==> config.mk <==
export PLATFORM = sky130hd
export DESIGN_NAME = ddt_datapath
export DESIGN_NICKNAME = d
export VERILOG_FILES = /design/src/rtl/ddt_pkg.sv /design/src/rtl/ddt_datapath.sv
export SDC_FILE = /design/constraint.sdc
export NUM_CORES = 2
export LEC_CHECK = 0
export ABC_CLOCK_PERIOD_IN_PS = 8200
export BUFFER_PORTS_ARGS = -buffer_cell sky130_fd_sc_hd__buf_2
export CAP_MARGIN = 20
export CORE_ASPECT_RATIO = 1.25
export CORE_MARGIN = 2
export CORE_UTILIZATION = 30
export DETAILED_ROUTE_END_ITERATION = 8
export GPL_TIMING_DRIVEN = 0
export PLACE_DENSITY = 0.51
export SLEW_MARGIN = 5
export SYNTH_ARGS = -nofsm -noshare
export SYNTH_HDL_FRONTEND = slang
export SYNTH_SLANG_ARGS = --single-unit
export TNS_END_PERCENT = 30
==> constraint.sdc <==
create_clock -name clock -period 8.2 [get_ports clock]
set_input_delay 0.82 -clock clock [delete_from_list [all_inputs] [get_ports clock]]
set_output_delay 0.82 -clock clock [all_outputs]
set_load 0.02 [all_outputs]
==> src/rtl/ddt_pkg.sv <==
// ----------------------------------------------------------------------------
// ddt_pkg
// Shared widths, limits and the control/status bundles of the drawdown tracker.
// ----------------------------------------------------------------------------
package ddt_pkg;

   localparam int TIME_BITS = 63;
   localparam int EQ_BITS   = 48;
   localparam int PCT_BITS  = 23;
   localparam int FRAC_BITS = 16;
   localparam int MUL_BITS  = 7;
   localparam int PROD_BITS = EQ_BITS + MUL_BITS;
   localparam int LOW_BITS  = PCT_BITS - FRAC_BITS;
   localparam int CNT_BITS  = $clog2(PCT_BITS + 1);

   localparam logic [MUL_BITS-1:0] PCT_MUL = MUL_BITS'(100);
   localparam logic [PCT_BITS-1:0] PCT_MAX = {PCT_BITS{1'b1}};

   typedef struct packed {
      logic capture;
      logic load;
      logic mul;
      logic prep;
      logic step;
      logic commit;
   } cmd_type;

   typedef struct packed {
      logic div_last;
      logic out_free;
   } stat_type;

endpackage

==> src/rtl/ddt_datapath.sv <==
// ----------------------------------------------------------------------------
// ddt_datapath
// Run state, drawdown arithmetic, restoring divider and result register.
// ----------------------------------------------------------------------------
module ddt_datapath
   import ddt_pkg::*;
(
   input  logic                      clock,
   input  logic                      reset,
   input  cmd_type                   cmd,
   output stat_type                  stat,
   input  logic [TIME_BITS-1:0]      snap_time,
   input  logic signed [EQ_BITS-1:0] equity_value,
   input  logic                      last_of_run,
   input  logic                      rsp_ready,
   output logic                      rsp_valid,
   output logic [TIME_BITS-1:0]      point_time,
   output logic [EQ_BITS-1:0]        drawdown_amount,
   output logic [PCT_BITS-1:0]       drawdown_percent,
   output logic [EQ_BITS-1:0]        worst_drawdown,
   output logic [PCT_BITS-1:0]       worst_percent,
   output logic [TIME_BITS-1:0]      longest_duration,
   output logic                      summary_valid
);

   function automatic logic [TIME_BITS-1:0] span_of(logic [TIME_BITS-1:0] t_end,
                                                    logic [TIME_BITS-1:0] t_begin);
      logic [TIME_BITS:0] diff;
      diff = {1'b0, t_end} - {1'b0, t_begin};
      return diff[TIME_BITS] ? '0 : diff[TIME_BITS-1:0];
   endfunction

   logic [TIME_BITS-1:0]      ts_ff;
   logic signed [EQ_BITS-1:0] eq_ff;
   logic                      last_ff;

   logic signed [EQ_BITS-1:0] peak_ff;
   logic                      started_ff;
   logic                      in_dd_ff;
   logic [TIME_BITS-1:0]      begin_ff;
   logic [EQ_BITS-1:0]        max_amt_ff;
   logic [PCT_BITS-1:0]       max_pct_ff;
   logic [TIME_BITS-1:0]      max_span_ff;

   logic [EQ_BITS-1:0]        dd_ff;
   logic                      pct_en_ff;
   logic [PROD_BITS-1:0]      prod_ff;
   logic [EQ_BITS-1:0]        rem_ff;
   logic [PCT_BITS-1:0]       low_ff;
   logic [PCT_BITS-1:0]       quo_ff;
   logic                      sat_ff;
   logic [CNT_BITS-1:0]       cnt_ff;

   logic                      rsp_valid_ff;
   logic [TIME_BITS-1:0]      point_time_ff;
   logic [EQ_BITS-1:0]        dd_out_ff;
   logic [PCT_BITS-1:0]       pct_out_ff;
   logic [EQ_BITS-1:0]        worst_amt_ff;
   logic [PCT_BITS-1:0]       worst_pct_ff;
   logic [TIME_BITS-1:0]      longest_ff;
   logic                      summary_ff;

   logic signed [EQ_BITS-1:0] peak_base;
   logic signed [EQ_BITS-1:0] peak_in;
   logic                      rise;
   logic [TIME_BITS-1:0]      span_now;
   logic [EQ_BITS-1:0]        dd_in;
   logic [EQ_BITS-1:0]        peak_u;
   logic [EQ_BITS-1:0]        rem_shift;
   logic                      rem_ge;
   logic [PCT_BITS-1:0]       pct_fin;
   logic                      amt_up;
   logic [EQ_BITS-1:0]        max_amt_in;
   logic [PCT_BITS-1:0]       max_pct_in;
   logic [TIME_BITS-1:0]      max_span_in;

   assign peak_base = started_ff ? peak_ff : eq_ff;
   assign rise      = eq_ff > peak_base;
   assign peak_in   = rise ? eq_ff : peak_base;
   assign dd_in     = $unsigned(peak_in - eq_ff);
   assign span_now  = span_of(ts_ff, begin_ff);

   assign peak_u    = $unsigned(peak_ff);
   assign rem_shift = {rem_ff[EQ_BITS-2:0], low_ff[PCT_BITS-1]};
   assign rem_ge    = rem_shift >= peak_u;

   assign pct_fin    = !pct_en_ff ? '0 : (sat_ff ? PCT_MAX : quo_ff);
   assign amt_up     = dd_ff > max_amt_ff;
   assign max_amt_in = amt_up ? dd_ff : max_amt_ff;
   assign max_pct_in = amt_up ? pct_fin : max_pct_ff;
   assign max_span_in = (last_ff && in_dd_ff && span_now > max_span_ff) ? span_now
                                                                       : max_span_ff;

   assign stat.div_last = (cnt_ff == CNT_BITS'(1));
   assign stat.out_free = !rsp_valid_ff || rsp_ready;

   always_ff @(posedge clock) begin
      if (cmd.capture) begin
         ts_ff   <= snap_time;
         eq_ff   <= equity_value;
         last_ff <= last_of_run;
      end
      if (cmd.load) begin
         dd_ff     <= dd_in;
         pct_en_ff <= !peak_in[EQ_BITS-1] && (peak_in != '0);
      end
      if (cmd.mul) begin
         prod_ff <= PROD_BITS'(dd_ff) * PROD_BITS'(PCT_MUL);
      end
      if (cmd.prep) begin
         rem_ff <= prod_ff[PROD_BITS-1:LOW_BITS];
         sat_ff <= prod_ff[PROD_BITS-1:LOW_BITS] >= peak_u;
         low_ff <= {prod_ff[LOW_BITS-1:0], {FRAC_BITS{1'b0}}};
         quo_ff <= '0;
      end
      if (cmd.step) begin
         rem_ff <= rem_ge ? rem_shift - peak_u : rem_shift;
         quo_ff <= {quo_ff[PCT_BITS-2:0], rem_ge};
         low_ff <= {low_ff[PCT_BITS-2:0], 1'b0};
      end
      if (cmd.commit) begin
         point_time_ff <= ts_ff;
         dd_out_ff     <= dd_ff;
         pct_out_ff    <= pct_fin;
         worst_amt_ff  <= max_amt_in;
         worst_pct_ff  <= max_pct_in;
         longest_ff    <= max_span_in;
         summary_ff    <= last_ff;
      end
   end

   always_ff @(posedge clock) begin
      if (reset) begin
         cnt_ff <= '0;
      end else if (cmd.prep) begin
         cnt_ff <= CNT_BITS'(PCT_BITS);
      end else if (cmd.step) begin
         cnt_ff <= cnt_ff - CNT_BITS'(1);
      end
   end

   always_ff @(posedge clock) begin
      if (reset) begin
         peak_ff     <= '0;
         started_ff  <= 1'b0;
         in_dd_ff    <= 1'b0;
         begin_ff    <= '0;
         max_amt_ff  <= '0;
         max_pct_ff  <= '0;
         max_span_ff <= '0;
      end else if (cmd.load) begin
         peak_ff    <= peak_in;
         started_ff <= 1'b1;
         if (rise && in_dd_ff) begin
            in_dd_ff <= 1'b0;
            if (span_now > max_span_ff) max_span_ff <= span_now;
         end
      end else if (cmd.commit) begin
         if (last_ff) begin
            peak_ff     <= '0;
            started_ff  <= 1'b0;
            in_dd_ff    <= 1'b0;
            begin_ff    <= '0;
            max_amt_ff  <= '0;
            max_pct_ff  <= '0;
            max_span_ff <= '0;
         end else begin
            max_amt_ff <= max_amt_in;
            max_pct_ff <= max_pct_in;
            if (dd_ff != '0 && !in_dd_ff) begin
               begin_ff <= ts_ff;
               in_dd_ff <= 1'b1;
            end
         end
      end
   end

   always_ff @(posedge clock) begin
      if (reset)           rsp_valid_ff <= 1'b0;
      else if (cmd.commit) rsp_valid_ff <= 1'b1;
      else if (rsp_ready)  rsp_valid_ff <= 1'b0;
   end

   assign rsp_valid        = rsp_valid_ff;
   assign point_time       = point_time_ff;
   assign drawdown_amount  = dd_out_ff;
   assign drawdown_percent = pct_out_ff;
   assign worst_drawdown   = worst_amt_ff;
   assign worst_percent    = worst_pct_ff;
   assign longest_duration = longest_ff;
   assign summary_valid    = summary_ff;

endmodule

==> summary.txt <==
Worst setup path
  • Crit-path max FO: 10
  • Worst endpoint data arrival time: between 8 and 9 ns
  • CP max stage cell: sky130_fd_sc_hd__a2111oi_1
  • Category of the worst setup path launch point: flip-flop
  • Slowest stage delay, CP: 0.58 ns
  • CP Data Required Time: roughly 8.7 ns
  • Critical path's most frequent cell: sky130_fd_sc_hd__a21o_1
  • Family with the most delay on the worst path: compound AO/OA/AOI/OAI gates
  • Register-to-Register Setup Slack: 0.16 ns
  • Critical Path Sink Type: flip-flop
  • Number of buffer and inverter stages on the critical path: 7
  • Start-to-end type of the worst setup path: flip-flop to flip-flop

Power and ir drop
  • Clock power frac: 0.190
  • Switching Power: a little under 0.01 W
  • Power per Cell Area: 392 nW/um^2
  • Cell internal pwr: about 0.013 W
  • Total power draw: 0.0230 W
  • Power share of the combinational group: 0.527
  • Relative contribution of sequential cells to total power: 0.283
  • Sw frac: 0.428
  • Reported leakage power: between 20 and 25 nW
  • Maximum resistive drop on vdd: ~0.21 mV

Die
  • Placeable core area: around 170000 sq um
  • Die H: 461 um
  • Total Die Area: between 150000 and 200000 sq um
  • Die width: 370 um
  • Starting density of the core: 0.302
  • Std-Cell Rows: ~170
  • IO Pins: a little under 400

Route
  • Wirelength per Cell: ~21 um
  • Total wire length: approximately 170000 um
  • DRC violations left: 0
  • Via count: approximately 39000
  • Ratio of routed vias to standard cells: between 5 and 6
  • ANT nets after route: 0
  • DR iter-0 viols: around 2800
  • First drt pass iteration count: 7

Global routing
  • Met3 capacity usage during global routing: 0.0279
  • Layer with the highest usage after global routing: met2
  • Initial antenna violation count: 15
  • Overall routing resource usage: 0.190
  • Overall overflow remaining after global route: 0
  • Number of global-route vias before repair: 38773
  • Pin count of the biggest net entering global routing: roughly 110
  • Met2 global-route usage: 0.314
  • GRT met1 Usage: 0.244
  • Wire length of the first global-routing pass: between 200000 and 250000 um

Placed design
  • Area post-placement: roughly 55000 sq um
  • RePlAce Congestion: 0.940
  • Final HPWL from detailed placement: around 130000 um
  • Number of port buffers: ~390

Job
  • Number of max-cap violations: 0

Final layout
  • Final net count: 6225
  • Summed area of non-filler cells in the final layout: 58600 sq um
  • Area growth, synth to finish: 16.8%
  • Share of layout cells above drive strength 1: 0.135

Synthesis
  • Post-Syn Area: 50200 sq um
  • Area fraction in compound gates after synthesis: 0.178
  • Multiplexer share of the synthesized area: 0.0289
  • Share of flip-flops with an asynchronous set or reset: 0
  • Parity-gate share of the synthesized area counting xor and xnor cells: 0.0316
  • Fraction of the yosys area taken by sequential cells: 0.436
  • Yosys Warn Count: 0
  • Avg Synthesized Cell Area: roughly 10 sq um
  • Dominant combinational cell family by area after synthesis: compound AO/OA/AOI/OAI gates
  • Synth Area in Adders: 0.151
  • Seq cells post-synth: between 800 and 900
  • Basic-gate share of the synthesized area counting and, or, nand and nor cells: 0.115
  • Distinct cell type count after synthesis: 96
  • Syn nets: ~5700
  • Gate count of the mapped netlist: roughly 5000
  • Flip-flop cell with the highest count after synthesis: sky130_fd_sc_hd__edfxtp_1
  • Post-synth EDFFs: between 500 and 600

Clocking
  • TritonCTS clock tree: yes
  • Number of clock buffers inserted by TritonCTS: 94
  • Clock Tree Root: sky130_fd_sc_hd__clkbuf_16
  • Source-to-sink clock delay at the later pin of the worst-skew pair: between 0.7 and 0.8 ns
  • Clock net sink count: just over 800
  • # H-tree levels: 3
  • Maximum count of clock buffers along a single path: 3
  • Clock slew at the register clock pins of the worst setup and hold paths: approximately 0.060 ns

Worst hold path
  • Hold Path Class: input port to flip-flop

Timing
  • Setup total negative slack: 0 ns
  • Achievable clock frequency: around 120 MHz
  • Final hold violation count: 0
  • Tcrit/Tclk final: 0.981
  • Fin Clk Skew: roughly 0.068 ns
  • Worst slew slack as a fraction of its limit: 0.279
  • Max Transition Viols Final: 0
  • Final setup violating endpoints: 0
  • Final critical-path required period: 8.04 ns
  • Smallest hold slack: about 0.24 ns
  • Slew of the pin with the lowest slew margin: ~1.1 ns
  • Setup repair after global routing missed its margin: false

Run status
  • Outcome: finished, final reports clean
==> final cells by class <==
type                            instances  area, sq um
Sequential cell                       812        21900
Inverter                              579         2170
Timing Repair Buffer                  411         2250
Antenna cell                            4         10.0
Fill cell                           16883       107000
Clock buffer                          117         2510
Tap cell                             2197         2750
Buffer                                192          922
Multi-Input combinational cell       3437        25500
Clock inverter                         61          671
==> cells in the final DEF (no fill, tap or decap), types with 26 or more instances in the layout <==
| cell | Yosys | routed |
|---|---|---|
| sky130_fd_sc_hd__inv_1 | 579 | 579 |
| sky130_fd_sc_hd__edfxtp_1 | 559 | 559 |
| sky130_fd_sc_hd__ha_1 | 531 | 531 |
| sky130_fd_sc_hd__buf_2 | 25 | 419 |
| sky130_fd_sc_hd__a21oi_1 | 389 | 386 |
| sky130_fd_sc_hd__nor2_1 | 334 | 334 |
| sky130_fd_sc_hd__o21ai_0 | 273 | 270 |
| sky130_fd_sc_hd__nand2_1 | 262 | 262 |
| sky130_fd_sc_hd__dfxtp_1 | 253 | 252 |
| sky130_fd_sc_hd__a21o_1 | 176 | 176 |
| sky130_fd_sc_hd__clkbuf_1 | 139 | 147 |
| sky130_fd_sc_hd__xnor2_1 | 118 | 118 |
| sky130_fd_sc_hd__mux2i_1 | 118 | 113 |
| sky130_fd_sc_hd__a22oi_1 | 110 | 110 |
| sky130_fd_sc_hd__clkbuf_16 | 0 | 96 |
| sky130_fd_sc_hd__nand4_1 | 84 | 84 |
| sky130_fd_sc_hd__or2_2 | 83 | 82 |
| sky130_fd_sc_hd__and3_1 | 67 | 67 |
| sky130_fd_sc_hd__xor2_1 | 63 | 63 |
| sky130_fd_sc_hd__a22o_1 | 62 | 62 |
| sky130_fd_sc_hd__nand3_1 | 60 | 59 |
| sky130_fd_sc_hd__nor2b_1 | 57 | 57 |
| sky130_fd_sc_hd__and2_1 | 47 | 47 |
| sky130_fd_sc_hd__fa_1 | 46 | 46 |
| sky130_fd_sc_hd__nor3_1 | 45 | 44 |
| sky130_fd_sc_hd__o21a_1 | 42 | 42 |
| sky130_fd_sc_hd__nand2b_1 | 42 | 42 |
| sky130_fd_sc_hd__a211oi_1 | 41 | 39 |
| sky130_fd_sc_hd__a21boi_0 | 38 | 38 |
| sky130_fd_sc_hd__o21bai_1 | 31 | 31 |
| sky130_fd_sc_hd__a31oi_1 | 30 | 29 |
| sky130_fd_sc_hd__o21ai_1 | 23 | 26 |
==> flip-flops by register name, summed over array words and instances, names as in the netlist, 47 cells and up <==
signal / flops
prod_ff: 53
dd_ff: 48
begin_ff: 63
eq_ff: 48
point_time: 63
drawdown_amount: 48
max_span_ff: 63
peak_ff: 48
longest_duration: 63
ts_ff: 63
max_amt_ff: 48
rem_ff: 47
worst_drawdown: 48
==> metrics by stage <==
| stage | cells | setup WS [ns] | utilization |
|---|---|---|---|
| 2_1_floorplan | 5021 | 0.603 | - |
| 3_3_place_gp | 7610 | -3.84 | 0.331 |
| 3_5_place_dp | 7623 | -3.76 | 0.332 |
| 4_1_cts | 7806 | 0.00923 | 0.353 |
| 5_1_grt | 7806 | 0.00374 | 0.353 |
| 6_report | 7810 | 0.155 | 0.353 |
==> synth_stat cells, types with 23 or more instances <==
cell type,number,area share
sky130_fd_sc_hd__o21bai_1,31,0.0046
sky130_fd_sc_hd__a211oi_1,41,0.0061
sky130_fd_sc_hd__a21oi_1,389,0.039
sky130_fd_sc_hd__inv_1,579,0.043
sky130_fd_sc_hd__a22o_1,62,0.011
sky130_fd_sc_hd__nand2_1,262,0.020
sky130_fd_sc_hd__and3_1,67,0.0084
sky130_fd_sc_hd__fa_1,46,0.018
sky130_fd_sc_hd__a22oi_1,110,0.016
sky130_fd_sc_hd__dfxtp_1,253,0.10
sky130_fd_sc_hd__nor2_1,334,0.025
sky130_fd_sc_hd__nand3_1,60,0.0060
sky130_fd_sc_hd__edfxtp_1,559,0.33
sky130_fd_sc_hd__nor3_1,45,0.0045
sky130_fd_sc_hd__clkbuf_1,139,0.010
sky130_fd_sc_hd__xor2_1,63,0.011
sky130_fd_sc_hd__xnor2_1,118,0.021
sky130_fd_sc_hd__o21a_1,42,0.0063
sky130_fd_sc_hd__nand4_1,84,0.010
sky130_fd_sc_hd__mux2i_1,118,0.024
sky130_fd_sc_hd__a21boi_0,38,0.0057
sky130_fd_sc_hd__ha_1,531,0.13
sky130_fd_sc_hd__nand2b_1,42,0.0052
sky130_fd_sc_hd__o21ai_1,23,0.0023
sky130_fd_sc_hd__nor2b_1,57,0.0071
sky130_fd_sc_hd__a31oi_1,30,0.0037
sky130_fd_sc_hd__buf_2,25,0.0025
sky130_fd_sc_hd__a21o_1,176,0.026
sky130_fd_sc_hd__or2_2,83,0.010
sky130_fd_sc_hd__o21ai_0,273,0.027
sky130_fd_sc_hd__and2_1,47,0.0059
==> routing by layer <==
| layer | vias to the layer above | routed length (um) |
|---|---|---|
| met3 | 284 | 8740 |
| met4 | 20 | 7330 |
| li1 | 19085 | - |
| met2 | 1079 | 76500 |
| met5 | - | 127 |
| met1 | 18898 | 73100 |
==> final timing paths <==
path	start	end	depth (start not counted)
hold reg to reg	max_pct_ff[2]	max_pct_ff[2]	2
hold / removal	snap_time[8]	ts_ff[8]	1
setup / recovery	ts_ff[56]	longest_duration[34]	29
setup reg to reg	ts_ff[56]	longest_duration[34]	29
==> power by group through the flow <==
stage                     sequential [W]  clock, W  combinational (W)
after floorplan                  0.00644         0            0.00862
after global placement           0.00659         0             0.0119
after detailed placement         0.00656         0             0.0119
after CTS                        0.00651   0.00451             0.0122
after global routing             0.00659   0.00465             0.0136
final                            0.00651   0.00437             0.0121
==> cell families (layout without fill, tap and decap cells) <==
kind of cell / after synthesis / in the layout
buf+inv: 772 / 1360
other cells: 0 / 4
fa+ha+maj: 578 / 578
xor+xnor: 181 / 181
flops: 812 / 812
compound gates: 1371 / 1371
mux: 142 / 142
simple gates: 1165 / 1165
==> repair_timing <==
item / in CTS / in global routing
hold buffers: 0 / 0
endpoints found under the setup margin: 173 / 40
buffers inserted: 6 / 0
resized for setup: 58 / 14
pin swaps: 4 / 0
Note: power is estimated with default switching activity, not from simulation.
