===== config.mk =====
export PLATFORM = sky130hd
export DESIGN_NAME = ddt_ctrl
export DESIGN_NICKNAME = d
export VERILOG_FILES = /design/src/rtl/ddt_pkg.sv /design/src/rtl/ddt_ctrl.sv
export SDC_FILE = /design/constraint.sdc
export NUM_CORES = 1
export LEC_CHECK = 0
export BUFFER_PORTS_ARGS = -buffer_cell sky130_fd_sc_hd__buf_2
export CAP_MARGIN = 15
export CELL_PAD_IN_SITES_DETAIL_PLACEMENT = 0
export CELL_PAD_IN_SITES_GLOBAL_PLACEMENT = 1
export CORE_AREA = 10 10 47 49
export CTS_CLUSTER_SIZE = 24
export DETAILED_ROUTE_END_ITERATION = 16
export DIE_AREA = 0 0 57 59
export PLACE_DENSITY = 0.58
export SETUP_SLACK_MARGIN = 0.1
export SLEW_MARGIN = 30
export SYNTH_ARGS = -nofsm -noshare
export SYNTH_HDL_FRONTEND = slang
export SYNTH_SLANG_ARGS = --single-unit

===== constraint.sdc =====
create_clock -name clock -period 2.66 [get_ports clock]
set_input_delay 0.399 -clock clock [delete_from_list [all_inputs] [get_ports clock]]
set_output_delay 0.399 -clock clock [all_outputs]
set_load 0.02 [all_outputs]

===== src/rtl/ddt_pkg.sv =====
// ----------------------------------------------------------------------------
// ddt_pkg
// Shared widths, limits and the control/status bundles of the drawdown tracker.
// ----------------------------------------------------------------------------
package ddt_pkg;

   localparam int TIME_BITS = 63;
   localparam int EQ_BITS   = 48;
   localparam int PCT_BITS  = 23;
   localparam int FRAC_BITS = 16;
   localparam int MUL_BITS  = 7;
   localparam int PROD_BITS = EQ_BITS + MUL_BITS;
   localparam int LOW_BITS  = PCT_BITS - FRAC_BITS;
   localparam int CNT_BITS  = $clog2(PCT_BITS + 1);

   localparam logic [MUL_BITS-1:0] PCT_MUL = MUL_BITS'(100);
   localparam logic [PCT_BITS-1:0] PCT_MAX = {PCT_BITS{1'b1}};

   typedef struct packed {
      logic capture;
      logic load;
      logic mul;
      logic prep;
      logic step;
      logic commit;
   } cmd_type;

   typedef struct packed {
      logic div_last;
      logic out_free;
   } stat_type;

endpackage


===== src/rtl/ddt_ctrl.sv =====
// ----------------------------------------------------------------------------
// ddt_ctrl
// Sequencer: capture, peak update, scale, divide one bit a cycle, commit.
// ----------------------------------------------------------------------------
module ddt_ctrl
   import ddt_pkg::*;
(
   input  logic     clock,
   input  logic     reset,
   input  logic     req_valid,
   output logic     req_ready,
   input  stat_type stat,
   output cmd_type  cmd
);

   typedef enum logic [5:0] {
      ST_IDLE   = 6'b000001,
      ST_LOAD   = 6'b000010,
      ST_MUL    = 6'b000100,
      ST_PREP   = 6'b001000,
      ST_DIV    = 6'b010000,
      ST_FINISH = 6'b100000
   } state_type;

   state_type state_ff, state_in;

   always_comb begin
      state_in   = state_ff;
      cmd        = '0;
      req_ready  = 1'b0;
      case (state_ff)
         ST_IDLE: begin
            req_ready   = 1'b1;
            cmd.capture = req_valid;
            if (req_valid) state_in = ST_LOAD;
         end
         ST_LOAD: begin
            cmd.load = 1'b1;
            state_in = ST_MUL;
         end
         ST_MUL: begin
            cmd.mul  = 1'b1;
            state_in = ST_PREP;
         end
         ST_PREP: begin
            cmd.prep = 1'b1;
            state_in = ST_DIV;
         end
         ST_DIV: begin
            cmd.step = 1'b1;
            if (stat.div_last) state_in = ST_FINISH;
         end
         ST_FINISH: begin
            cmd.commit = stat.out_free;
            if (stat.out_free) state_in = ST_IDLE;
         end
         default: state_in = ST_IDLE;
      endcase
   end

   always_ff @(posedge clock) begin
      if (reset) state_ff <= ST_IDLE;
      else       state_ff <= state_in;
   end

endmodule


==> impl_metrics.csv, run 1 <==
group,metric,value,unit
outcome,status,"finished, final reports clean",
clock_tree,cts_tree,"built",
routing,antenna_left,0,
setup_path,cp.required,2260,ps
synth,ys_seq_area_frac,0.364,
cells_and_area,reg_top3,"state_ff (6)",
placed_design,post-place-ws,700,ps
routing,vias_per_cell,4.61,
global_route,grt_pass1_wl,1.22,mm
global_route,grt_overflow,0,
setup_path,worstSetupPathType,"reg2out",
setup_path,cp.arrival,1810,ps
placed_design,io_buffers,11,
sta,period_minus_slack,2210,ps
cells_and_area,syn_to_final_growth,29.5,%
sta,fin_skew,1.10,ps
cells_and_area,nFillCells,167,
routing,drt_iter0_drc,5,
floorplanning,ios,12,
setup_path,slowest_delay,530,ps
sta,slew_headroom,0.724,
clock_tree,post_cts_buffers,0,
routing,drt_wl_total,780,um
clock_tree,clkTransAtPathRegs,40,ps
min_path,hold_path_class,"in2reg",
sta,worst_slack,455,ps
sta,tightestPinTransition,411,ps
synth,syn_area_per_cell,9.72,um2
floorplanning,die_area,0.00336,mm2
sta,max_freq,454,MHz
cells_and_area,final_cell_mix,"buf_2 (11), dfxtp_1 (6), inv_1 (4), nor3b_1 (4), clkbuf_4 (3)",
setup_path,critPathCaptureType,"output pin",
routing,route.detailed.drc,0,
placed_design,dpl.hpwl,674,um
power,power_density,964,mW/mm2
synth,mappedNetlistNets,39,
placed_design,gp_congestion,0.659,
global_route,grt_usage,0.0454,
sta,period_share,0.829,
setup_path,cp_max_fo,5,
sta,rsz0062_at_grt,"no",
synth,synth-seq-cells,6,
routing,first_pass_iters,2,
sta,fin_tns_setup,0,ps
clock_tree,cts_resized,0,
synth,yosysWarnings,0,
clock_tree,cts-root-buf,"clkbuf_4",
global_route,grt_pass1_vias,284,
synth,yosysUniqueCellTypes,22,
floorplanning,die_x,57,um
clock_tree,htreeDepth,1,
cells_and_area,largest_reg_flops,6,
floorplanning,rows,14,
cells_and_area,nNetsFinal,55,
sta,holdWs,375,ps
setup_path,cp-start-kind,"flop",
clock_tree,ctsLongestPathBuffers,2,
clock_tree,cts_hold_repair.buffers,0,
routing,num_vias,295,
cells_and_area,drive_gt1_frac,0.396,
routing,wl_per_cell,12.2,um
synth,synth_cells,34,
power,peakVddDrop,0.393,mV
cells_and_area,top_register,"state_ff",
setup_path,critPathSlowestCell,"or4_4",
sta,setup_viol,0,
power,p_leak,0.211,nW
global_route,grt_max_degree,6,
global_route,grt_antenna_before_repair,0,
setup_path,crit_chain,"or4_4 -> or3b_2 -> inv_1 -> buf_2",
sta,hold_viol_final,0,
sta,final_max_slew_viol_count,0,
floorplanning,die_h,59,um
run,drv_cap,0,
clock_tree,numCtsBuffers,3,
floorplanning,start_util,0.236,
synth,mappedNetlistArea,330,um2
cells_and_area,antennaDiodeCount,0,
clock_tree,cts_sinks,6,
cells_and_area,layout.cells.most_common,"buf_2",
floorplanning,core_area,0.00140,mm2
clock_tree,insertion_delay,240,ps
per-stage QoR:
stage / area, um2 / util / instances / power [mW]
final: 428 / 0.305 / 64 / 0.412
after global routing: 428 / 0.305 / 64 / 0.444
after CTS: 428 / 0.305 / 64 / 0.422
after detailed placement: 405 / 0.289 / 61 / 0.335
after global placement: 405 / 0.289 / 61 / 0.338
after floorplan: 330 / - / 34 / 0.281
path summary, 6_finish.rpt:
check	to	slack, ps	cells after the start	start
setup / recovery	cmd[2]	450	4	state_ff[1]
hold / removal	state_ff[3]	370	2	reset
setup reg to reg	state_ff[0]	900	4	state_ff[1]
hold reg to reg	state_ff[3]	640	2	state_ff[1]
routing by layer:
layer | track usage | up-vias | part of all wire
met5 | 0 | - | 0
met4 | 0.0201 | 0 | 0
met3 | 0.0258 | 0 | 0.055
met2 | 0.0744 | 6 | 0.48
met1 | 0.0463 | 133 | 0.47
li1 | - | 156 | -
kinds of logic (layout without fill, tap and decap cells):
kind of cell           Yosys count  after routing  share of synthesized area
AND/OR/NAND/NOR                 17             17                      0.375
AO/OA/AOI/OAI                    6              6                      0.189
flip-flops                       6              6                      0.364
buffers and inverters            4             18                     0.0454
XOR/XNOR                         1              1                     0.0265
cells in the mapped netlist:
cell,n,share of area
dfxtp_1,6,0.36
inv_1,4,0.045
nor3b_1,4,0.091
nand3b_1,2,0.045
a21boi_1,1,0.023
a21oi_1,1,0.015
and3_1,1,0.019
nand2_1,1,0.011
nor2_1,1,0.011
nor2b_1,1,0.019
nor3_1,1,0.015
nor4_1,1,0.019
o211a_1,1,0.030
o21ai_0,1,0.015
o221ai_4,1,0.080
o41ai_1,1,0.027
or3b_2,1,0.027
or3b_4,1,0.034
or4_1,1,0.023
or4_2,1,0.027
or4_4,1,0.034
xnor2_1,1,0.027
cell type report:
| class | count | area, um2 | area share |
|---|---|---|---|
| inverter | 4 | 15.0 | 0.0351 |
| clock buffer | 3 | 22.5 | 0.0526 |
| sequential | 6 | 120 | 0.281 |
| multi-input combinational | 24 | 195 | 0.456 |
| tap | 16 | 20.0 | 0.0468 |
| timing repair buffer | 11 | 55.1 | 0.129 |
power breakdown:
group / total [mW] / internal [mW] / leakage (nW) / switching, mW
clock network: 0.0826 / 0.0510 / 0.0138 / 0.0317
registers: 0.132 / 0.110 / 0.0490 / 0.0221
logic: 0.198 / 0.0858 / 0.148 / 0.112
critical path, delay by kind of cell (launching register included):
kind / cells / cell delay (ps)
buffers and inverters: 2 / 240
DFF: 1 / 330
and+or+nand+nor: 2 / 990
Note: power is estimated with default switching activity, not from simulation.
==> run 2: changes to the inputs <==
==> constraint.sdc (replaced) <==
create_clock -name clock -period 2.25 [get_ports clock]
set_input_delay 0.3375 -clock clock [delete_from_list [all_inputs] [get_ports clock]]
set_output_delay 0.3375 -clock clock [all_outputs]
set_load 0.02 [all_outputs]
==> impl_metrics.csv, run 2 (synthesis results as in run 1) <==
group,metric,value,unit
clock_tree,ctsLongestPathBuffers,2,
placed_design,dpl.cell_count,61,
floorplanning,die_x,57,um
routing,drt_iter0_drc,5,
min_path,hold_path_class,"in2reg",
routing,num_vias,303,
sta,tightestPinTransition,403,ps
routing,vias_per_cell,4.73,
floorplanning,core_area,0.00140,mm2
min_path,hold_path_depth,2,
cells_and_area,fin_util,0.311,
cells_and_area,top_register,"state_ff",
global_route,grt_usage,0.0523,
routing,drt-met1-wl,360,um
setup_path,cp-start-kind,"flop",
placed_design,place_area,405,um2
power,p_leak,0.207,nW
sta,fin_tns_setup,0,ps
clock_tree,clkTransAtPathRegs,40,ps
sta,final_max_slew_viol_count,0,
sta,period_share,0.924,
outcome,status,"finished, final reports clean",
setup_path,cp.required,1910,ps
global_route,grt_pass1_wl,1.32,mm
sta,worst_slack,171,ps
setup_path,rr_worst_depth,4,
placed_design,dpl.hpwl,649,um
setup_path,critPathCaptureType,"output pin",
clock_tree,numCtsBuffers,3,
routing,wl_per_cell,12.3,um
floorplanning,die_area,0.00336,mm2
power,total_power,488,uW
floorplanning,start_util,0.236,
cells_and_area,nNetsFinal,55,
sta,rsz0062_at_grt,"no",
cells_and_area,fin_area,435,um2
cells_and_area,stdcell_count,64,
placed_design,io_buffers,11,
cells_and_area,layout.cells.most_common,"buf_2",
global_route,grt_overflow,0,
sta,period_minus_slack,2080,ps
setup_path,crit_chain,"or4_4 -> or3b_4 -> inv_2 -> buf_4",
cells_and_area,drive_gt1_frac,0.438,
floorplanning,die_h,59,um
global_route,grt_max_degree,6,
sta,setup_viol,0,
run,drv_cap,0,
cells_and_area,reg_top3,"state_ff (6)",
routing,antenna_left,0,
power,power_density,1120,mW/mm2
placed_design,post-place-ws,331,ps
sta,hold_viol_final,0,
routing,topRoutingLayerUsed,"met4",
setup_path,worstSetupPathType,"reg2out",
cells_and_area,antennaDiodeCount,0,
routing,wl_met3,34,um
sta,holdWs,316,ps
global_route,grt_pass1_vias,329,
setup_path,critPathSlowestCell,"or4_4",
clock_tree,insertion_delay,240,ps
sta,fin_skew,1.03,ps
clock_tree,cts_tree,"built",
routing,route.detailed.drc,0,
placed_design,gp_congestion,0.631,
floorplanning,ios,12,
routing,wl_met2,345,um
cells_and_area,final_cell_mix,"buf_2 (9), dfxtp_1 (6), nor3b_1 (4), clkbuf_4 (3)",
routing,drt_wl_total,784,um
power,peakVddDrop,0.577,mV
setup_path,cp_max_fo,5,
clock_tree,htreeDepth,1,
global_route,grt_antenna_before_repair,0,
sta,slew_headroom,0.729,
cells_and_area,syn_to_final_growth,31.8,%
clock_tree,post_cts_buffers,0,
setup_path,cp.arrival,1740,ps
clock_tree,cts_sinks,6,
clock_tree,cts-root-buf,"clkbuf_4",
routing,first_pass_iters,2,
floorplanning,rows,14,
sta,max_freq,481,MHz
setup_path,slowest_delay,540,ps
cells_and_area,largest_reg_flops,6,
-- run 2: cell type report --
cell class | count | area (um2)
clock buffer | 3 | 22.5
fill | 158 | 966
inverter | 4 | 15.0
multi-input combinational | 24 | 198
sequential | 6 | 120
tap | 16 | 20.0
timing repair buffer | 11 | 60.1
-- run 2: routing by layer --
| metal | global-route usage | up-vias |
|---|---|---|
| met3 | 0.0215 | 4 |
| met1 | 0.0463 | 132 |
| li1 | - | 159 |
| met2 | 0.0791 | 8 |
| met4 | 0.0705 | 0 |
| met5 | 0 | - |
-- run 2: worst max-delay path, delay by kind of cell (launching register included) --
family        cells  cell delay [ps]
simple gates      2              970
flops             1              330
buf+inv           2              200
-- run 2: report_power, final --
group	switching [mW]	total, mW	internal (mW)
sequential	0.0272	0.158	0.130
clock	0.0379	0.0982	0.0603
combinational	0.130	0.232	0.103
total	0.195	0.488	0.293
-- run 2: what timing repair did --
action | in CTS | in global routing
resized for setup | 2 | 3
endpoints found under the setup margin | 1 | 2
hold buffers | 0 | 0
-- run 2: worst paths after layout --
kind | startpoint | endpoint | slack [ps]
min reg2reg | state_ff[2] | state_ff[2] | 650
max reg2reg | state_ff[1] | state_ff[0] | 480
min | reset | state_ff[3] | 320
max | state_ff[1] | cmd[1] | 170
==> run 3: changes to the inputs <==
--- a/config.mk
+++ b/config.mk
@@ -5,6 +5,7 @@
 export SDC_FILE = /design/constraint.sdc
 export NUM_CORES = 1
 export LEC_CHECK = 0
+export ABC_AREA = 1
 export BUFFER_PORTS_ARGS = -buffer_cell sky130_fd_sc_hd__buf_2
 export CAP_MARGIN = 15
 export CELL_PAD_IN_SITES_DETAIL_PLACEMENT = 0
@@ -13,7 +14,7 @@
 export CTS_CLUSTER_SIZE = 24
 export DETAILED_ROUTE_END_ITERATION = 16
 export DIE_AREA = 0 0 57 59
-export PLACE_DENSITY = 0.58
+export PLACE_DENSITY = 0.67
 export SETUP_SLACK_MARGIN = 0.1
 export SLEW_MARGIN = 30
 export SYNTH_ARGS = -nofsm -noshare
==> impl_metrics.csv, run 3 <==
group,metric,value,unit
outcome,status,"finished, final reports clean",
global_route,grt_usage,0.0601,
routing,first_pass_iters,3,
synth,async_flop_share,0,
routing,drt_wl_total,906,um
placed_design,place_area,459,um2
synth,synth_top_area_share,0.313,
cells_and_area,largest_reg_flops,6,
clock_tree,insertion_delay,250,ps
global_route,grt_max_degree,8,
synth,synth-seq-cells,6,
sta,slew_headroom,0.858,
synth,synth.largest_area_cell,"dfxtp_1",
routing,route.detailed.drc,0,
floorplanning,die_area,0.00336,mm2
synth,mappedNetlistArea,384,um2
clock_tree,ctsLongestPathBuffers,2,
routing,wl_per_cell,10.5,um
cells_and_area,top_register,"state_ff",
floorplanning,ios,12,
min_path,hold_path_depth,2,
sta,worst_slack,678,ps
placed_design,io_buffers,11,
floorplanning,rows,14,
clock_tree,cts_resized,0,
cells_and_area,syn_to_final_growth,25.4,%
synth,synth_edf_count,0,
global_route,grt_antenna_before_repair,0,
cells_and_area,drive_gt1_frac,0.371,
clock_tree,cts_hold_repair.buffers,0,
min_path,whs_endpoint,"state_ff[4]",
sta,tightestPinTransition,213,ps
power,peakVddDrop,0.468,mV
cells_and_area,reg_top3,"state_ff (6)",
synth,synth_flop_cell,"dfxtp_1",
synth,syn_area_per_cell,6.86,um2
routing,vias_per_cell,4.41,
power,p_leak,0.294,nW
clock_tree,cts-root-buf,"clkbuf_4",
synth,ys_top_cells_by_area,"dfxtp_1 (31%), inv_1 (11%), nand3_1 (9.1%)",
clock_tree,clkTransAtPathRegs,50,ps
clock_tree,numCtsBuffers,3,
setup_path,rr_endpoint,"state_ff[0]",
setup_path,cp-start-kind,"flop",
routing,drt_iter0_drc,6,
synth,mappedNetlistNets,61,
min_path,hold_path_class,"in2reg",
synth,post-synth-top-count-cell,"inv_1",
cells_and_area,nFillCells,166,
sta,period_minus_slack,1570,ps
clock_tree,post_cts_buffers,0,
sta,fin_skew,6.93,ps
power,power_density,1080,mW/mm2
sta,fin_tns_setup,0,ps
sta,hold_viol_final,0,
synth,yosysWarnings,0,
run,drv_cap,0,
placed_design,gp_congestion,0.832,
min_path,hp-start,"reset",
cells_and_area,nNetsFinal,77,
placed_design,post-place-ws,934,ps
clock_tree,htreeDepth,1,
global_route,grt_pass1_wl,1.58,mm
cells_and_area,fin_area,482,um2
synth,synth_commonest_cells,"inv_1 (11), nor2_1 (9), nand3_1 (7)",
setup_path,critPathCaptureType,"output pin",
floorplanning,die_x,57,um
setup_path,r2r_setup_slack,1160,ps
setup_path,cp.arrival,1230,ps
setup_path,cp.required,1910,ps
sta,rsz0062_at_grt,"no",
clock_tree,cts_tree,"built",
routing,antenna_left,0,
global_route,grt_pass1_vias,400,
cells_and_area,final_cell_mix,"inv_1 (11), buf_2 (11), nor2_1 (9), nand3_1 (7), dfxtp_1 (6)",
floorplanning,start_util,0.274,
placed_design,dpl.hpwl,760,um
synth,yosysUniqueCellTypes,14,
cells_and_area,antennaDiodeCount,0,
sta,final_max_slew_viol_count,0,
global_route,grt_overflow,0,
sta,max_freq,636,MHz
sta,period_share,0.699,
setup_path,worstSetupPathType,"reg2out",
setup_path,r2r-start,"state_ff[2]",
routing,num_vias,379,
setup_path,rr_worst_depth,6,
floorplanning,die_h,59,um
setup_path,cp_max_fo,4,
floorplanning,core_area,0.00140,mm2
clock_tree,cts_sinks,6,
synth,synth_cells,56,
synth,ys_seq_area_frac,0.313,
sta,setup_viol,0,
## run 3: cell count changes after synthesis, moves of 3 or more
cell and change:
nor3b_1 -4, inv_1 +7, nand3_1 +7, nor2_4 +3, nor2_2 +3, nand2_1 +4, nor2_1 +8
## run 3: metrics by stage
stage	utilization	instances	total power, mW	hold slack (ps)
after global placement	0.328	83	0.428	593
after CTS	0.344	86	0.531	336
final	0.344	86	0.521	342
after global routing	0.344	86	0.565	344
after detailed placement	0.328	83	0.426	593
after floorplan	-	56	0.360	407
## run 3: critical path, stage by stage, from the launching register on
cell and delay, ps:
dfxtp_1 390, inv_1 70, nor2_2 140, nand3_2 120
nor2_1 100, buf_2 170
## run 3: kinds of logic (layout without fill, tap and decap cells)
logic type,count (synthesis),in the layout,share of synthesized area
compound gates,2,2,0.0261
buf+inv,15,29,0.147
flops,6,6,0.313
simple gates,33,33,0.515
## run 3: worst max-delay path by stage
stage	startpoint	endpoint	slack, ps	depth (start not counted)
after floorplan	state_ff[0]	cmd[5]	960	4
after global placement	state_ff[0]	cmd[5]	930	5
after CTS	state_ff[0]	cmd[5]	660	5
after detailed placement	state_ff[0]	cmd[5]	930	5
after global routing	state_ff[0]	cmd[5]	570	5
final	state_ff[0]	cmd[5]	680	5
## run 3: final cells by class
class,count,area [um2],area share
sequential,6,120,0.249
clock buffer,3,22.5,0.0468
timing repair buffer,11,55.1,0.114
tap,16,20.0,0.0416
inverter,15,56.3,0.117
multi-input combinational,35,208,0.431
## run 3: routing by layer
| metal | GRT usage | vias up | wire, um |
|---|---|---|---|
| met2 | 0.0884 | 10 | 385 |
| met3 | 0.0300 | 4 | 55 |
| met5 | 0 | - | 0 |
| met4 | 0.0604 | 0 | 38 |
| li1 | - | 203 | - |
| met1 | 0.0594 | 162 | 428 |
## run 3: power by group
group,leakage [nW],switching (mW),internal [mW]
clock,0.0138,0.0425,0.0606
sequential,0.0490,0.0312,0.131
combinational,0.231,0.168,0.0888
